$ cat src/sv/icmu_pkg.sv
// Shared types and constants of the Ising chain Metropolis update unit.
// No dependencies; imported by every module of the block.
`default_nettype none

package icmu_pkg;

  // Fixed field and register widths.
  localparam int SITE_W      = 10;
  localparam int RAND_IN_W   = 32;
  localparam int THRESH_W    = 33;
  localparam int CHAIN_W     = 11;
  localparam int MAGN_W      = 12;
  localparam int CFG_ADDR_W  = 3;
  localparam int IN_TDATA_W  = 80;
  localparam int OUT_TDATA_W = 24;

  // Configuration register indexes.
  localparam logic [CFG_ADDR_W-1:0] CFG_CHAIN_LENGTH   = 3'd0;
  localparam logic [CFG_ADDR_W-1:0] CFG_UPDATE_MODE    = 3'd1;
  localparam logic [CFG_ADDR_W-1:0] CFG_ACCEPT_ALIGNED = 3'd2;
  localparam logic [CFG_ADDR_W-1:0] CFG_ACCEPT_MIXED   = 3'd3;
  localparam logic [CFG_ADDR_W-1:0] CFG_ACCEPT_ANTI    = 3'd4;

  // Request kinds carried in in_tuser.
  localparam logic KIND_LOAD  = 1'b0;
  localparam logic KIND_TRIAL = 1'b1;

  // Reset values of the configuration registers.
  localparam logic [CHAIN_W-1:0]  CHAIN_LEN_RST = 11'd1024;
  localparam logic [THRESH_W-1:0] THRESH_ZERO   = 33'h0_0000_0000;
  localparam logic [THRESH_W-1:0] THRESH_ONE    = 33'h1_0000_0000;

  // Status of the serial remainder unit.
  typedef struct packed {
    logic busy;
    logic done;
  } mod_stat_t;

endpackage

`default_nettype wire

$ cat src/sv/icmu_mod_unit.sv
// Serial remainder unit: one restoring step per cycle, one dividend bit a step.
// Depends on icmu_pkg for the status struct.
`default_nettype none

module icmu_mod_unit #(
  parameter int DVD_W = 32,
  parameter int DIV_W = 11
) (
  input  wire logic                clk,
  input  wire logic                rst_n,
  input  wire logic                start,
  input  wire logic [DVD_W-1:0]    dividend,
  input  wire logic [DIV_W-1:0]    divisor,
  output icmu_pkg::mod_stat_t      stat,
  output logic [DIV_W-1:0]         rem
);
  import icmu_pkg::*;

  localparam int CW = $clog2(DVD_W + 1);

  logic [DVD_W-1:0] dvd_r;
  logic [DIV_W-1:0] div_r;
  logic [DIV_W-1:0] rem_r;
  logic [DIV_W-1:0] rem_nxt;
  logic [CW-1:0]    cnt_r;
  logic             busy_r;
  logic             done_r;
  logic [DIV_W:0]   trial;

  // The partial remainder stays below the divisor, so one subtract suffices.
  always_comb begin
    trial = {rem_r, dvd_r[DVD_W-1]};
    if (trial >= {1'b0, div_r}) begin
      rem_nxt = DIV_W'(trial - {1'b0, div_r});
    end else begin
      rem_nxt = DIV_W'(trial);
    end
  end

  always_ff @(posedge clk) begin
    if (!rst_n) begin
      busy_r <= 1'b0;
      done_r <= 1'b0;
      cnt_r  <= '0;
    end else if (start) begin
      busy_r <= 1'b1;
      done_r <= 1'b0;
      cnt_r  <= CW'(DVD_W);
    end else if (busy_r) begin
      cnt_r <= cnt_r - 1'b1;
      if (cnt_r == CW'(1)) begin
        busy_r <= 1'b0;
        done_r <= 1'b1;
      end
    end else begin
      done_r <= 1'b0;
    end
  end

  always_ff @(posedge clk) begin
    if (start) begin
      dvd_r <= dividend;
      div_r <= divisor;
      rem_r <= '0;
    end else if (busy_r) begin
      dvd_r <= {dvd_r[DVD_W-2:0], 1'b0};
      rem_r <= rem_nxt;
    end
  end

  assign stat.busy = busy_r;
  assign stat.done = done_r;
  assign rem       = rem_r;

`ifndef SYNTHESIS
  a_rem_below_div: assert property (@(posedge clk) disable iff (!rst_n)
    done_r |-> (rem_r < div_r))
    else $error("remainder not below divisor at completion");
  a_start_busy: assert property (@(posedge clk) disable iff (!rst_n)
    start |=> busy_r)
    else $error("unit not busy after start");
  a_done_after_busy: assert property (@(posedge clk) disable iff (!rst_n)
    done_r |-> $past(busy_r))
    else $error("completion without a preceding run");
`endif

endmodule

`default_nettype wire

$ cat src/sv/ising_chain_metropolis_update_unit.sv
// Top level of the Ising chain Metropolis update unit: spin memory, sequencer,
// configuration registers and output register. Depends on icmu_pkg, icmu_mod_unit.
//
//   Channel  Dir  Handshake                Payload
//   in_      in   in_tvalid / in_tready    in_tdata: load/trial fields, in_tuser: kind
//   out_     out  out_tvalid / out_tready  out_tdata: result fields, out_tuser: status
//   cfg_     in   cfg_we (no wait)         cfg_addr register index, cfg_wdata value
//
// A random-site trial waits for the serial remainder unit, then reads the site and
// its two neighbors and decides; a sequential trial does only the reads and decision,
// and a load reads and writes its site (neither when the site is outside the chain).
// Spin memory reads are issued one a cycle. After reset a clearing pass writes every
// site; writing chain_length while idle or recounting starts a recount of down spins
// over the chain; in_tready is low in both. The output register lets the next request
// in while a result waits; a result stalls only if the previous one is still unread.
`default_nettype none

module ising_chain_metropolis_update_unit #(
  parameter int MAX_SITES   = 1024,
  parameter int RANDOM_BITS = 32
) (
  input  wire logic                              clk,
  input  wire logic                              rst_n,
  input  wire logic                              in_tvalid,
  output logic                                   in_tready,
  // load_site[9:0], load_down[10], site_random[42:11], accept_random[74:43], zeros
  input  wire logic [icmu_pkg::IN_TDATA_W-1:0]   in_tdata,
  // kind[0]
  input  wire logic                              in_tuser,
  output logic                                   out_tvalid,
  input  wire logic                              out_tready,
  // site[9:0], spin_down[10], flipped[11], magnetization[23:12]
  output logic [icmu_pkg::OUT_TDATA_W-1:0]       out_tdata,
  // status[0]
  output logic                                   out_tuser,
  input  wire logic                              cfg_we,
  input  wire logic [icmu_pkg::CFG_ADDR_W-1:0]   cfg_addr,
  input  wire logic [icmu_pkg::THRESH_W-1:0]     cfg_wdata
);
  import icmu_pkg::*;

  localparam int SW = $clog2(MAX_SITES);
  localparam int LW = $clog2(MAX_SITES + 1);
  localparam int RW = (RANDOM_BITS < RAND_IN_W) ? RANDOM_BITS : RAND_IN_W;
  localparam int MW = LW + 2;

  typedef enum logic [10:0] {
    S_CLEAR   = 11'b000_0000_0001,
    S_IDLE    = 11'b000_0000_0010,
    S_RECOUNT = 11'b000_0000_0100,
    S_MOD     = 11'b000_0000_1000,
    S_LOAD_RD = 11'b000_0001_0000,
    S_LOAD_WR = 11'b000_0010_0000,
    S_RD_ME   = 11'b000_0100_0000,
    S_RD_L    = 11'b000_1000_0000,
    S_RD_R    = 11'b001_0000_0000,
    S_DECIDE  = 11'b010_0000_0000,
    S_DONE    = 11'b100_0000_0000
  } state_t;

  // Configuration registers.
  logic [CHAIN_W-1:0]  chain_len_r;
  logic                mode_r;
  logic [THRESH_W-1:0] thr_aligned_r;
  logic [THRESH_W-1:0] thr_mixed_r;
  logic [THRESH_W-1:0] thr_anti_r;

  // Control state.
  state_t         state_r, state_nxt;
  logic [LW-1:0]  cnt_r, cnt_nxt;
  logic           rc_pend_r, rc_pend_nxt;
  logic [LW-1:0]  dc_r, dc_nxt;
  logic [SW-1:0]  next_site_r, next_site_nxt;
  logic           out_tvalid_r, out_tvalid_nxt;

  // Request and working payload.
  logic                kind_r, kind_nxt;
  logic [SITE_W-1:0]   load_site_r, load_site_nxt;
  logic                load_down_r, load_down_nxt;
  logic [RW-1:0]       acc_r, acc_nxt;
  logic [SW-1:0]       site_r, site_nxt;
  logic                me_r, me_nxt;
  logic                al_l_r, al_l_nxt;
  logic                spin_r, spin_nxt;
  logic                flip_r, flip_nxt;
  logic                stat_r, stat_nxt;
  logic [OUT_TDATA_W-1:0] out_tdata_r;
  logic                out_tuser_r;

  // Spin memory.
  logic          spin_mem [MAX_SITES];
  logic          rd_data_r;
  logic          mem_we;
  logic [SW-1:0] mem_wa;
  logic          mem_wd;
  logic [SW-1:0] mem_ra;

  logic [LW-1:0]       n_eff;
  logic [SW-1:0]       left_site;
  logic [SW-1:0]       right_site;
  logic [LW-1:0]       site_inc;
  logic                in_acc;
  logic                out_ld;
  logic                chain_wr;
  logic                mod_start;
  mod_stat_t           mod_stat;
  logic [LW-1:0]       mod_rem;
  logic signed [MW-1:0] magn;

  assign in_tready = (state_r == S_IDLE);
  assign in_acc    = in_tvalid && in_tready;
  assign out_ld    = (state_r == S_DONE) && (!out_tvalid_r || out_tready);
  assign chain_wr  = cfg_we && (cfg_addr == CFG_CHAIN_LENGTH);
  assign mod_start = in_acc && (in_tuser == KIND_TRIAL) && mode_r;

  always_comb begin
    if (chain_len_r < 11'd3) begin
      n_eff = LW'(32'd3);
    end else if (32'(chain_len_r) > MAX_SITES) begin
      n_eff = LW'(MAX_SITES);
    end else begin
      n_eff = LW'(chain_len_r);
    end
  end

  // Periodic neighbors of the current site.
  assign site_inc   = LW'(site_r) + 1'b1;
  assign left_site  = (site_r == '0) ? SW'(n_eff - 1'b1) : site_r - 1'b1;
  assign right_site = (site_inc == n_eff) ? '0 : SW'(site_inc);

  assign magn = $signed({2'b00, n_eff}) - $signed({1'b0, dc_r, 1'b0});

  icmu_mod_unit #(
    .DVD_W (RW),
    .DIV_W (LW)
  ) u_mod (
    .clk      (clk),
    .rst_n    (rst_n),
    .start    (mod_start),
    .dividend (RW'(in_tdata[42:11])),
    .divisor  (n_eff),
    .stat     (mod_stat),
    .rem      (mod_rem)
  );

  always_ff @(posedge clk) begin
    if (!rst_n) begin
      chain_len_r   <= CHAIN_LEN_RST;
      mode_r        <= 1'b0;
      thr_aligned_r <= THRESH_ZERO;
      thr_mixed_r   <= THRESH_ONE;
      thr_anti_r    <= THRESH_ONE;
    end else if (cfg_we) begin
      unique case (cfg_addr)
        CFG_CHAIN_LENGTH:   chain_len_r   <= cfg_wdata[CHAIN_W-1:0];
        CFG_UPDATE_MODE:    mode_r        <= cfg_wdata[0];
        CFG_ACCEPT_ALIGNED: thr_aligned_r <= cfg_wdata;
        CFG_ACCEPT_MIXED:   thr_mixed_r   <= cfg_wdata;
        CFG_ACCEPT_ANTI:    thr_anti_r    <= cfg_wdata;
        default: ;
      endcase
    end
  end

  always_comb begin
    logic [LW-1:0]       seq_site;
    logic [1:0]          aligned;
    logic [THRESH_W-1:0] thr;
    logic                al_r;
    logic                flip;

    state_nxt      = state_r;
    cnt_nxt        = cnt_r;
    rc_pend_nxt    = rc_pend_r;
    dc_nxt         = dc_r;
    next_site_nxt  = next_site_r;
    kind_nxt       = kind_r;
    load_site_nxt  = load_site_r;
    load_down_nxt  = load_down_r;
    acc_nxt        = acc_r;
    site_nxt       = site_r;
    me_nxt         = me_r;
    al_l_nxt       = al_l_r;
    spin_nxt       = spin_r;
    flip_nxt       = flip_r;
    stat_nxt       = stat_r;
    mem_we         = 1'b0;
    mem_wa         = site_r;
    mem_wd         = 1'b0;
    mem_ra         = site_r;
    seq_site       = (LW'(next_site_r) < n_eff) ? LW'(next_site_r) : '0;
    al_r           = (rd_data_r == me_r);
    aligned        = {1'b0, al_l_r} + {1'b0, al_r};
    thr            = thr_anti_r;
    if (aligned == 2'd2) begin
      thr = thr_aligned_r;
    end else if (aligned == 2'd1) begin
      thr = thr_mixed_r;
    end
    flip           = (THRESH_W'(acc_r) < thr);

    unique case (state_r)
      S_CLEAR: begin
        mem_we = 1'b1;
        mem_wa = cnt_r[SW-1:0];
        mem_wd = 1'b0;
        cnt_nxt = cnt_r + 1'b1;
        if (cnt_r == LW'(MAX_SITES - 1)) begin
          cnt_nxt   = '0;
          state_nxt = S_IDLE;
        end
      end
      S_IDLE: begin
        if (chain_wr) begin
          cnt_nxt     = '0;
          rc_pend_nxt = 1'b0;
          dc_nxt      = '0;
          state_nxt   = S_RECOUNT;
        end else if (in_acc) begin
          kind_nxt      = in_tuser;
          load_site_nxt = in_tdata[9:0];
          load_down_nxt = in_tdata[10];
          acc_nxt       = RW'(in_tdata[74:43]);
          flip_nxt      = 1'b0;
          stat_nxt      = 1'b0;
          if (in_tuser == KIND_LOAD) begin
            if (32'(in_tdata[9:0]) >= 32'(n_eff)) begin
              spin_nxt  = 1'b0;
              stat_nxt  = 1'b1;
              state_nxt = S_DONE;
            end else begin
              state_nxt = S_LOAD_RD;
            end
          end else if (mode_r) begin
            state_nxt = S_MOD;
          end else begin
            site_nxt      = SW'(seq_site);
            next_site_nxt = (seq_site + 1'b1 == n_eff) ? '0 : SW'(seq_site + 1'b1);
            state_nxt     = S_RD_ME;
          end
        end
      end
      S_RECOUNT: begin
        // Reads are issued one a cycle; the registered data lands in the next cycle.
        if (rc_pend_r) begin
          dc_nxt = dc_r + LW'(rd_data_r);
        end
        if (chain_wr) begin
          cnt_nxt     = '0;
          rc_pend_nxt = 1'b0;
          dc_nxt      = '0;
        end else if (cnt_r < n_eff) begin
          mem_ra      = cnt_r[SW-1:0];
          cnt_nxt     = cnt_r + 1'b1;
          rc_pend_nxt = 1'b1;
        end else begin
          rc_pend_nxt = 1'b0;
          if (!rc_pend_r) begin
            state_nxt = S_IDLE;
          end
        end
      end
      S_MOD: begin
        if (mod_stat.done) begin
          site_nxt  = SW'(mod_rem);
          state_nxt = S_RD_ME;
        end
      end
      S_LOAD_RD: begin
        mem_ra    = SW'(load_site_r);
        state_nxt = S_LOAD_WR;
      end
      S_LOAD_WR: begin
        mem_we   = 1'b1;
        mem_wa   = SW'(load_site_r);
        mem_wd   = load_down_r;
        spin_nxt = load_down_r;
        if (rd_data_r != load_down_r) begin
          dc_nxt = load_down_r ? dc_r + 1'b1 : dc_r - 1'b1;
        end
        state_nxt = S_DONE;
      end
      S_RD_ME: begin
        mem_ra    = site_r;
        state_nxt = S_RD_L;
      end
      S_RD_L: begin
        mem_ra    = left_site;
        me_nxt    = rd_data_r;
        state_nxt = S_RD_R;
      end
      S_RD_R: begin
        mem_ra    = right_site;
        al_l_nxt  = (rd_data_r == me_r);
        state_nxt = S_DECIDE;
      end
      S_DECIDE: begin
        flip_nxt = flip;
        spin_nxt = me_r ^ flip;
        if (flip) begin
          mem_we = 1'b1;
          mem_wa = site_r;
          mem_wd = ~me_r;
          dc_nxt = me_r ? dc_r - 1'b1 : dc_r + 1'b1;
        end
        state_nxt = S_DONE;
      end
      S_DONE: begin
        if (out_ld) begin
          state_nxt = S_IDLE;
        end
      end
      default: state_nxt = S_IDLE;
    endcase

    if (out_ld) begin
      out_tvalid_nxt = 1'b1;
    end else if (out_tready) begin
      out_tvalid_nxt = 1'b0;
    end else begin
      out_tvalid_nxt = out_tvalid_r;
    end
  end

  always_ff @(posedge clk) begin
    if (!rst_n) begin
      state_r      <= S_CLEAR;
      cnt_r        <= '0;
      rc_pend_r    <= 1'b0;
      dc_r         <= '0;
      next_site_r  <= '0;
      out_tvalid_r <= 1'b0;
    end else begin
      state_r      <= state_nxt;
      cnt_r        <= cnt_nxt;
      rc_pend_r    <= rc_pend_nxt;
      dc_r         <= dc_nxt;
      next_site_r  <= next_site_nxt;
      out_tvalid_r <= out_tvalid_nxt;
    end
  end

  always_ff @(posedge clk) begin
    kind_r      <= kind_nxt;
    load_site_r <= load_site_nxt;
    load_down_r <= load_down_nxt;
    acc_r       <= acc_nxt;
    site_r      <= site_nxt;
    me_r        <= me_nxt;
    al_l_r      <= al_l_nxt;
    spin_r      <= spin_nxt;
    flip_r      <= flip_nxt;
    stat_r      <= stat_nxt;
    if (out_ld) begin
      out_tdata_r <= {MAGN_W'(magn), flip_r, spin_r,
                      (kind_r == KIND_TRIAL) ? SITE_W'(site_r) : load_site_r};
      out_tuser_r <= stat_r;
    end
  end

  always_ff @(posedge clk) begin
    if (mem_we) begin
      spin_mem[mem_wa] <= mem_wd;
    end
    rd_data_r <= spin_mem[mem_ra];
  end

  assign out_tvalid = out_tvalid_r;
  assign out_tdata  = out_tdata_r;
  assign out_tuser  = out_tuser_r;

`ifndef SYNTHESIS
  a_busy_after_accept: assert property (@(posedge clk) disable iff (!rst_n)
    in_acc |=> !in_tready)
    else $error("ready right after an accepted request");
  a_mod_done_waited: assert property (@(posedge clk) disable iff (!rst_n)
    mod_stat.done |-> (state_r == S_MOD))
    else $error("remainder finished while the sequencer was not waiting");
  a_decide_mod_idle: assert property (@(posedge clk) disable iff (!rst_n)
    (state_r == S_DECIDE) |-> !mod_stat.busy)
    else $error("trial decided while the remainder unit still runs");
  a_error_fields_zero: assert property (@(posedge clk) disable iff (!rst_n)
    (out_tvalid && out_tuser) |-> (out_tdata[11:10] == 2'b00))
    else $error("rejected load reports a spin or a flip");
`endif

endmodule

`default_nettype wire

$ cat config.mk
export PLATFORM = sky130hd
export DESIGN_NAME = ising_chain_metropolis_update_unit
export DESIGN_NICKNAME = d
export VERILOG_FILES = /design/src/sv/icmu_pkg.sv /design/src/sv/icmu_mod_unit.sv /design/src/sv/ising_chain_metropolis_update_unit.sv
export SDC_FILE = /design/constraint.sdc
export NUM_CORES = 2
export LEC_CHECK = 0
export BUFFER_PORTS_ARGS = -buffer_cell sky130_fd_sc_hd__buf_2
export CAP_MARGIN = 20
export CORE_ASPECT_RATIO = 1.25
export CORE_MARGIN = 2
export CORE_UTILIZATION = 55
export CTS_CLUSTER_DIAMETER = 60
export DETAILED_ROUTE_END_ITERATION = 8
export PLACE_DENSITY = 0.71
export SLEW_MARGIN = 10
export SYNTH_ARGS = -nofsm -noshare
export SYNTH_HDL_FRONTEND = slang
export SYNTH_SLANG_ARGS = --single-unit
$ cat constraint.sdc
create_clock -name clk -period 41.2 [get_ports clk]
set_input_delay 0 -clock clk [delete_from_list [all_inputs] [get_ports clk]]
set_output_delay 0 -clock clk [all_outputs]
set_load 0.05 [all_outputs]
# Word-level counts from Yosys, hierarchy flattened
# Memories as Yosys holds them, arrays and structs flattened. A register that Yosys moved wholly into a read port is not among the register bits.
# Cells that the tools add are included.
# word_totals
ram_bits,1024
register_bits,302
latch_bits,0
mem_count,1
mem_bits_ro,0
input_bits,122
# mem_list
name,depth,width,read_ports,rd_clocked_by_memory_dff,write_ports,line,rtl
spin_mem,1024,1,1,1,1,ising_chain_metropolis_update_unit.sv:91,logic spin_mem [MAX_SITES];
# classes
add_sub_neg,12
bitwise_logic,6
shifts,0
multipliers,0
div,0
order_cmp,7
n_eq_ne,41
mux,72
reduce_logical,35
# op_table
op,count
$mux 11,23
$mux 10,12
$pmux 11 s10,1
$mux 33,2
$mux 32,2
$pmux 11 s4,1
$pmux 10 s2,2
$pmux 10 s4,1
$lt 32x33->1,1
$pmux 11 s3,1
$add 10x1->11 const B,2
$add 11x1->11 const B,2
$eq 11x10->1 const B,2
$eq 11x11->1,2
$ne 2x2->1 const B,10
$sub 10x1->10 const B,2
$mux 1,19
$reduce_and 5->1,3
$ge 12x11->1,1
$mux 6,2
$reduce_and 2->1,6
$sub 11x12->12,1
$add 11x1->11,1
$eq 11x1->1 const B,1
other kinds (47),73

# Longest topological paths before layout
# logic_depth
ltp_word,10
mapped_depth,28
mapped_depth_nobuf,27

# Modules after synthesis
# Synthesis repeated with hierarchy kept, for this count alone.
# hier_totals
cells_unflattened,6180
area_unflattened_um2,63910.0
# by_module_without_submodules
mod,instances,area_each_um2,cells_each
ising_chain_metropolis_update_unit,1,60674.4,5911
icmu_mod_unit,1,3235.6,269

# Least setup slack after synthesis
# No wires, ideal clock.
# synth_timing
path_kind,register -> register
from,register me_r
to,"memory spin_mem[0], data pin"
synth_period_minus_slack_ns,18.415
setup_slack_ns,22.785
t_arrival_ns,15.731
stages_incl_launch_ff,21
n_path_buf,2
setup_time_ns,2.684
cell_sequence,edfxtp_1 xnor2_1 ha_1 clkbuf_1 buf_1 mux2i_1 nor2_1 a21oi_1 ha_1 a21o_1 a21o_1 a21o_1 a21o_1 a21o_1 a21o_1 a2111oi_0 o31ai_1 nand2_1 ha_1 nand2_1 nand2_1
# synth_between
elab_chain_cells,8
word_cells_on_any_way,10
classes_between,add/sub (1); order compare (1); eq/ne (3); mux (4); bitwise (1)
# synth_lines
item,line,rtl
start: declaration,ising_chain_metropolis_update_unit.sv:82,"logic me_r, me_nxt;"
start signal: assignment,ising_chain_metropolis_update_unit.sv:349,me_r <= me_nxt;
$eq 1x1->1,ising_chain_metropolis_update_unit.sv:192,al_r = (rd_data_r == me_r);
$add 1x1->2,ising_chain_metropolis_update_unit.sv:193,"aligned = {1'b0, al_l_r} + {1'b0, al_r};"
$eq 2x1->1,ising_chain_metropolis_update_unit.sv:197,end else if (aligned == 2'd1) begin
$mux 33,ising_chain_metropolis_update_unit.sv:197,
$mux 33,ising_chain_metropolis_update_unit.sv:195,if (aligned == 2'd2) begin
$lt 32x33->1,ising_chain_metropolis_update_unit.sv:200,flip = (THRESH_W'(acc_r) < thr);
$mux 1 *,ising_chain_metropolis_update_unit.sv:300,if (flip) begin
$pmux 1 s2 *,ising_chain_metropolis_update_unit.sv:202,unique case (state_r)
net mem_wd,ising_chain_metropolis_update_unit.sv:95,logic mem_wd;
end: declaration,ising_chain_metropolis_update_unit.sv:91,
# Mark *: on every way through the listed nets, which the timed path passes. The rest lies on a longest branch.

# Worst setup path in the final report
# layout_timing
from,register chain_len_r[2]
to,"register rd_data_r, read port of spin_mem"
# layout_between
elab_chain_cells,7
word_cells_on_any_way,12
classes_between,add/sub (1); order compare (3); eq/ne (1); mux (7)
# layout_lines
item,line,rtl
start: declaration,ising_chain_metropolis_update_unit.sv:62,logic [CHAIN_W-1:0] chain_len_r;
start signal: assignment,ising_chain_metropolis_update_unit.sv:155,CFG_CHAIN_LENGTH: chain_len_r <= cfg_wdata[CHAIN_W-1:0];
$gt 11x11->1,ising_chain_metropolis_update_unit.sv:119,end else if (32'(chain_len_r) > MAX_SITES) begin
$mux 11,ising_chain_metropolis_update_unit.sv:119,
$mux 11 *,ising_chain_metropolis_update_unit.sv:117,if (chain_len_r < 11'd3) begin
net n_eff[2],ising_chain_metropolis_update_unit.sv:98,logic [LW-1:0] n_eff;
$lt 11x11->1,ising_chain_metropolis_update_unit.sv:252,end else if (cnt_r < n_eff) begin
$mux 10,ising_chain_metropolis_update_unit.sv:252,
$mux 10,ising_chain_metropolis_update_unit.sv:248,if (chain_wr) begin
$pmux 10 s4 *,ising_chain_metropolis_update_unit.sv:202,
end: declaration,ising_chain_metropolis_update_unit.sv:92,logic rd_data_r;
# Marks and branches as above.
# A chain may end at the register's enable or synchronous reset.

==> summary by stage <==
Outcome
The flow ran to the end, and the final reports show no timing, DRC or antenna violations.

Routing
The number of remaining DRC errors is 0. In the final routed layout, each cell accounts on average for 24.3 um. After detailed routing, the total wire length is 192 mm. The post-route antenna net violation count is 0. The via-per-instance ratio is 6.41. For this run, the detailed router's first-pass iteration total came to 8. The number of DRC markers after the initial detailed-route iteration is 6520. The detailed router placed 50658 vias in this run.

Finish
The total number of nets in the final design is 6454. The layout has 9250 filler cells. Of the cells placed in the final design, the portion with a size suffix greater than 1 is 0.0869. The library cells used most frequently in the layout, excluding fill and tap cells, are sky130_fd_sc_hd__nand2_1, sky130_fd_sc_hd__edfxtp_1, sky130_fd_sc_hd__nor3_1. The commonest non-fill, non-tap cell in the layout is sky130_fd_sc_hd__nand2_1. The final design utilization is 0.620.

The area growth from synthesis to layout is 12.1%.

Placed design
The setup slack at placement is 31.48 ns. The count of input and output buffers is 143. The total half-perimeter wirelength after legalization and detailed placement is 101 mm. The final RePlAce weighted congestion is 0.927.

Floorplan
For this configuration, the core starts out at a cell density of 0.553. The horizontal die dimension is 310 um. For this design the top-level I/O count stands at 149. In this run the standard cell core region covers 0.116 sq mm. From bottom edge to top edge, the die measures 386 um. In this run the core area contains 140 standard-cell rows. The floorplan step defined a die boundary enclosing 0.120 sq mm.

Clocking
The clock transition at the register clock pins on the worst setup and hold paths after CTS is 0.07 ns. The clock sink count is 1327. The clock latency reported for the late side of the worst-skew pair is 0.79 ns. The H-tree was split into 4 levels. The post-cts repair resize count is 0. The hold buffer count at CTS is 189. The count of buffers added by post-CTS timing repair for setup is 0. The TritonCTS clock tree is built. Buffers inserted during clock tree synthesis total 136. The maximum clock path buffer count is 3. CTS placed an instance of sky130_fd_sc_hd__clkbuf_16 at the clock tree root.

STA
The relative slew slack is 0.158. Across all hold checks on the routed design, the worst slack comes to 0.0580 ns. The final-report max-slew violation count was 0.

Setup violations remaining at the end of the flow were counted as 0. Setup slack closes at 31.31 ns. The slew at the pin closest to its max-slew limit is 1.26 ns.

The maximum operating frequency is 0.101 GHz. The post-route fraction of the period consumed by the critical path is 0.240. The setup clock skew after layout is 0.0414 ns. The smallest clock period supported by the final layout is computed as 9.89 ns.

Setup repair after global routing left no endpoint under its margin. The number of endpoints with negative hold slack in the final report came to 0. The final total negative setup slack is 0 ns.

Critical path
The critical path contains buffers and inverters numbering 6 combined. The startpoint identified for the worst register-to-register timing path is chain_len_r[2]. The endpoint of the most critical register-to-register path is rd_data_r. The endpoint arrival time on the critical path is 10.57 ns.

Following the worst setup path forward leads to its endpoint at rd_data_r. The category of the worst setup path capture point is a flop. In this run the worst path has a maximum fanout of 84.

STA classifies the critical path startpoint as a flop. For the worst setup path, the data required time is 41.88 ns. The origin of the worst setup path is chain_len_r[2]. In this run the register-to-register setup slack is 31.31 ns.

The critical path's largest stage delay is 0.88 ns. The kind of critical path is reg -> reg. The instance count on the critical path is 21. The critical path goes through nor2b_1, inv_1, ha_1, a2111o_1, o21bai_4, nand4_1, o311ai_4, buf_4, a21o_4, buf_4, buf_4, buf_4, buf_4, nand2_1, and3_1, a311oi_1, a31oi_1, a2111oi_0, a311oi_1, or4b_1, nand4_1. The family with the most delay on the worst path is buffers and inverters. The largest individual stage delay along the critical path comes from the cell sky130_fd_sc_hd__buf_4. The cell count of the worst reg-to-reg path is 21.

The most prevalent standard cell on the critical path is sky130_fd_sc_hd__buf_4.

Pwr
The worst IR drop on VDD is 0.0948 mV. The leakage power is 24.1 nW. For this design the ratio of total power to cell area is 50.2 mW/mm^2.

The design draws 3.61 mW.

Yosys
After synthesis the netlist holds a flip-flop and latch count of 1327. The number of distinct library cells after synthesis is 93. The average footprint of a synthesized cell is 10.3 sq um. Of the post-synthesis cell area, the dominant cell type holds 0.538. The synthesis warning total is 0.

Counting flops with an async set or reset pin after synthesis yields a share of 0. The number of flops mapped to enable cells by yosys is 1151. The synthesized netlist occupies a cell area of 0.0642 sq mm. The most common flop cell mapped by yosys is sky130_fd_sc_hd__edfxtp_1. For this run, the register share of the synthesized area comes to 0.593. The number of cells produced by synthesis is 6249. By area the synthesized netlist is led by sky130_fd_sc_hd__edfxtp_1, sky130_fd_sc_hd__nor3_1, sky130_fd_sc_hd__nand2_1. Synthesis produced a netlist with a net count of 6467. The biggest area contributor in the post-synthesis netlist is sky130_fd_sc_hd__edfxtp_1.

Global route
The overall global routing resource usage is 0.315. The initial antenna violation count is 5. The pin count of the biggest net entering global routing is 283. The number of global-route vias before repair is 47979.

The wire length of the first global-routing pass is 285 mm. Summed over all layers, the global routing overflow is 0.

Hold path
The path class of the tightest hold or removal check is in -> reg.

Job
The max-cap violation count is 0.
per-stage QoR:
step	area [sq um]	cells
global placement	65400	7448
global route	72000	7906
floorplan	64200	6249
detailed placement	65400	7450
CTS	71500	7881
finish	72000	7907
worst min-delay path by stage:
stage	start	endpoint	slack, ns	cells past startpoint
6_report	cfg_wdata[5]	thr_mixed_r[5]	0.06	4
5_1_grt	cfg_wdata[12]	thr_anti_r[12]	0.04	4
4_1_cts	cfg_wdata[4]	thr_anti_r[4]	0.003	4
3_5_place_dp	in_tdata[67]	acc_r[24]	0.18	1
3_3_place_gp	in_tdata[54]	acc_r[11]	0.18	1
2_1_floorplan	in_tuser	state_r[4]	0.08	1
synthesized netlist by cell type, drive strengths merged (7+ instances only):
library cell / n
a2111oi: 7
a211oi: 64
a21boi: 57
a21o: 52
a21oi: 275
a221oi: 15
a22oi: 27
a311oi: 19
a31oi: 36
and2: 22
and3: 41
and4: 7
buf: 180
clkbuf: 427
dfxtp: 176
edfxtp: 1151
ha: 94
inv: 84
mux2: 13
mux2i: 233
nand2: 1203
nand2b: 18
nand3: 417
nand4: 27
nor2: 163
nor2b: 25
nor3: 1056
nor4: 28
o211ai: 10
o21a: 9
o21ai: 72
o22ai: 37
o31ai: 11
or2: 7
or3: 11
or4: 14
xnor2: 30
xor2: 28
registers in the layout (all words and copies together) (netlist names), 24 cells and up:
register,count
thr_aligned_r,33
thr_anti_r,33
u_mod.dvd_r,32
thr_mixed_r,33
spin_mem,1024
acc_r,32
out_tdata,24
area by class of cell:
class | instances | area [sq um] | share of cell area
Sequential cell | 1327 | 38100 | 0.529
Clock inverter | 70 | 563 | 0.00782
Inverter | 84 | 315 | 0.00438
Antenna cell | 5 | 12.5 | 0.000174
Timing Repair Buffer | 456 | 3930 | 0.0546
Tap cell | 1562 | 1950 | 0.0272
Multi-Input combinational cell | 4231 | 23500 | 0.326
Clock buffer | 172 | 3620 | 0.0503
worst register-to-register path: stages (launching register included):
cell and delay [ns]:
sky130_fd_sc_hd__dfxtp_1 0.56, sky130_fd_sc_hd__nor2b_1 0.60, sky130_fd_sc_hd__inv_1 0.40, sky130_fd_sc_hd__ha_1 0.40, sky130_fd_sc_hd__a2111o_1 0.45, sky130_fd_sc_hd__o21bai_4 0.22, sky130_fd_sc_hd__nand4_1 0.18, sky130_fd_sc_hd__o311ai_4 0.10
sky130_fd_sc_hd__buf_4 0.40, sky130_fd_sc_hd__a21o_4 0.55, sky130_fd_sc_hd__buf_4 0.89, sky130_fd_sc_hd__buf_4 0.79, sky130_fd_sc_hd__buf_4 0.74, sky130_fd_sc_hd__buf_4 0.78, sky130_fd_sc_hd__nand2_1 0.17, sky130_fd_sc_hd__and3_1 0.20
sky130_fd_sc_hd__a311oi_1 0.29, sky130_fd_sc_hd__a31oi_1 0.07, sky130_fd_sc_hd__a2111oi_0 0.87, sky130_fd_sc_hd__a311oi_1 0.39, sky130_fd_sc_hd__or4b_1 0.58, sky130_fd_sc_hd__nand4_1 0.18
report_power, final:
part           switching, mW  internal, mW  total, mW  leakage [nW]
Combinational          0.764         0.196      0.961          10.2
Clock                  0.534         0.647       1.18          2.04
Sequential            0.0147          1.46       1.47          11.9
cells by family after synthesis:
family / share of synthesized area
AND/OR/NAND/NOR: 0.219
flip-flops: 0.593
AO/OA/AOI/OAI: 0.0775
buffers and inverters: 0.0442
multiplexers: 0.0386
adder cells (fa/ha/maj): 0.0189
XOR/XNOR: 0.00896
layer usage:
metal | share of wire | global-route usage
met1 | 0.37 | 0.399
met2 | 0.47 | 0.507
met3 | 0.10 | 0.0608
met4 | 0.061 | 0.181
met5 | 0.000042 | 0
No activity file was read; power rests on OpenSTA's default activity.
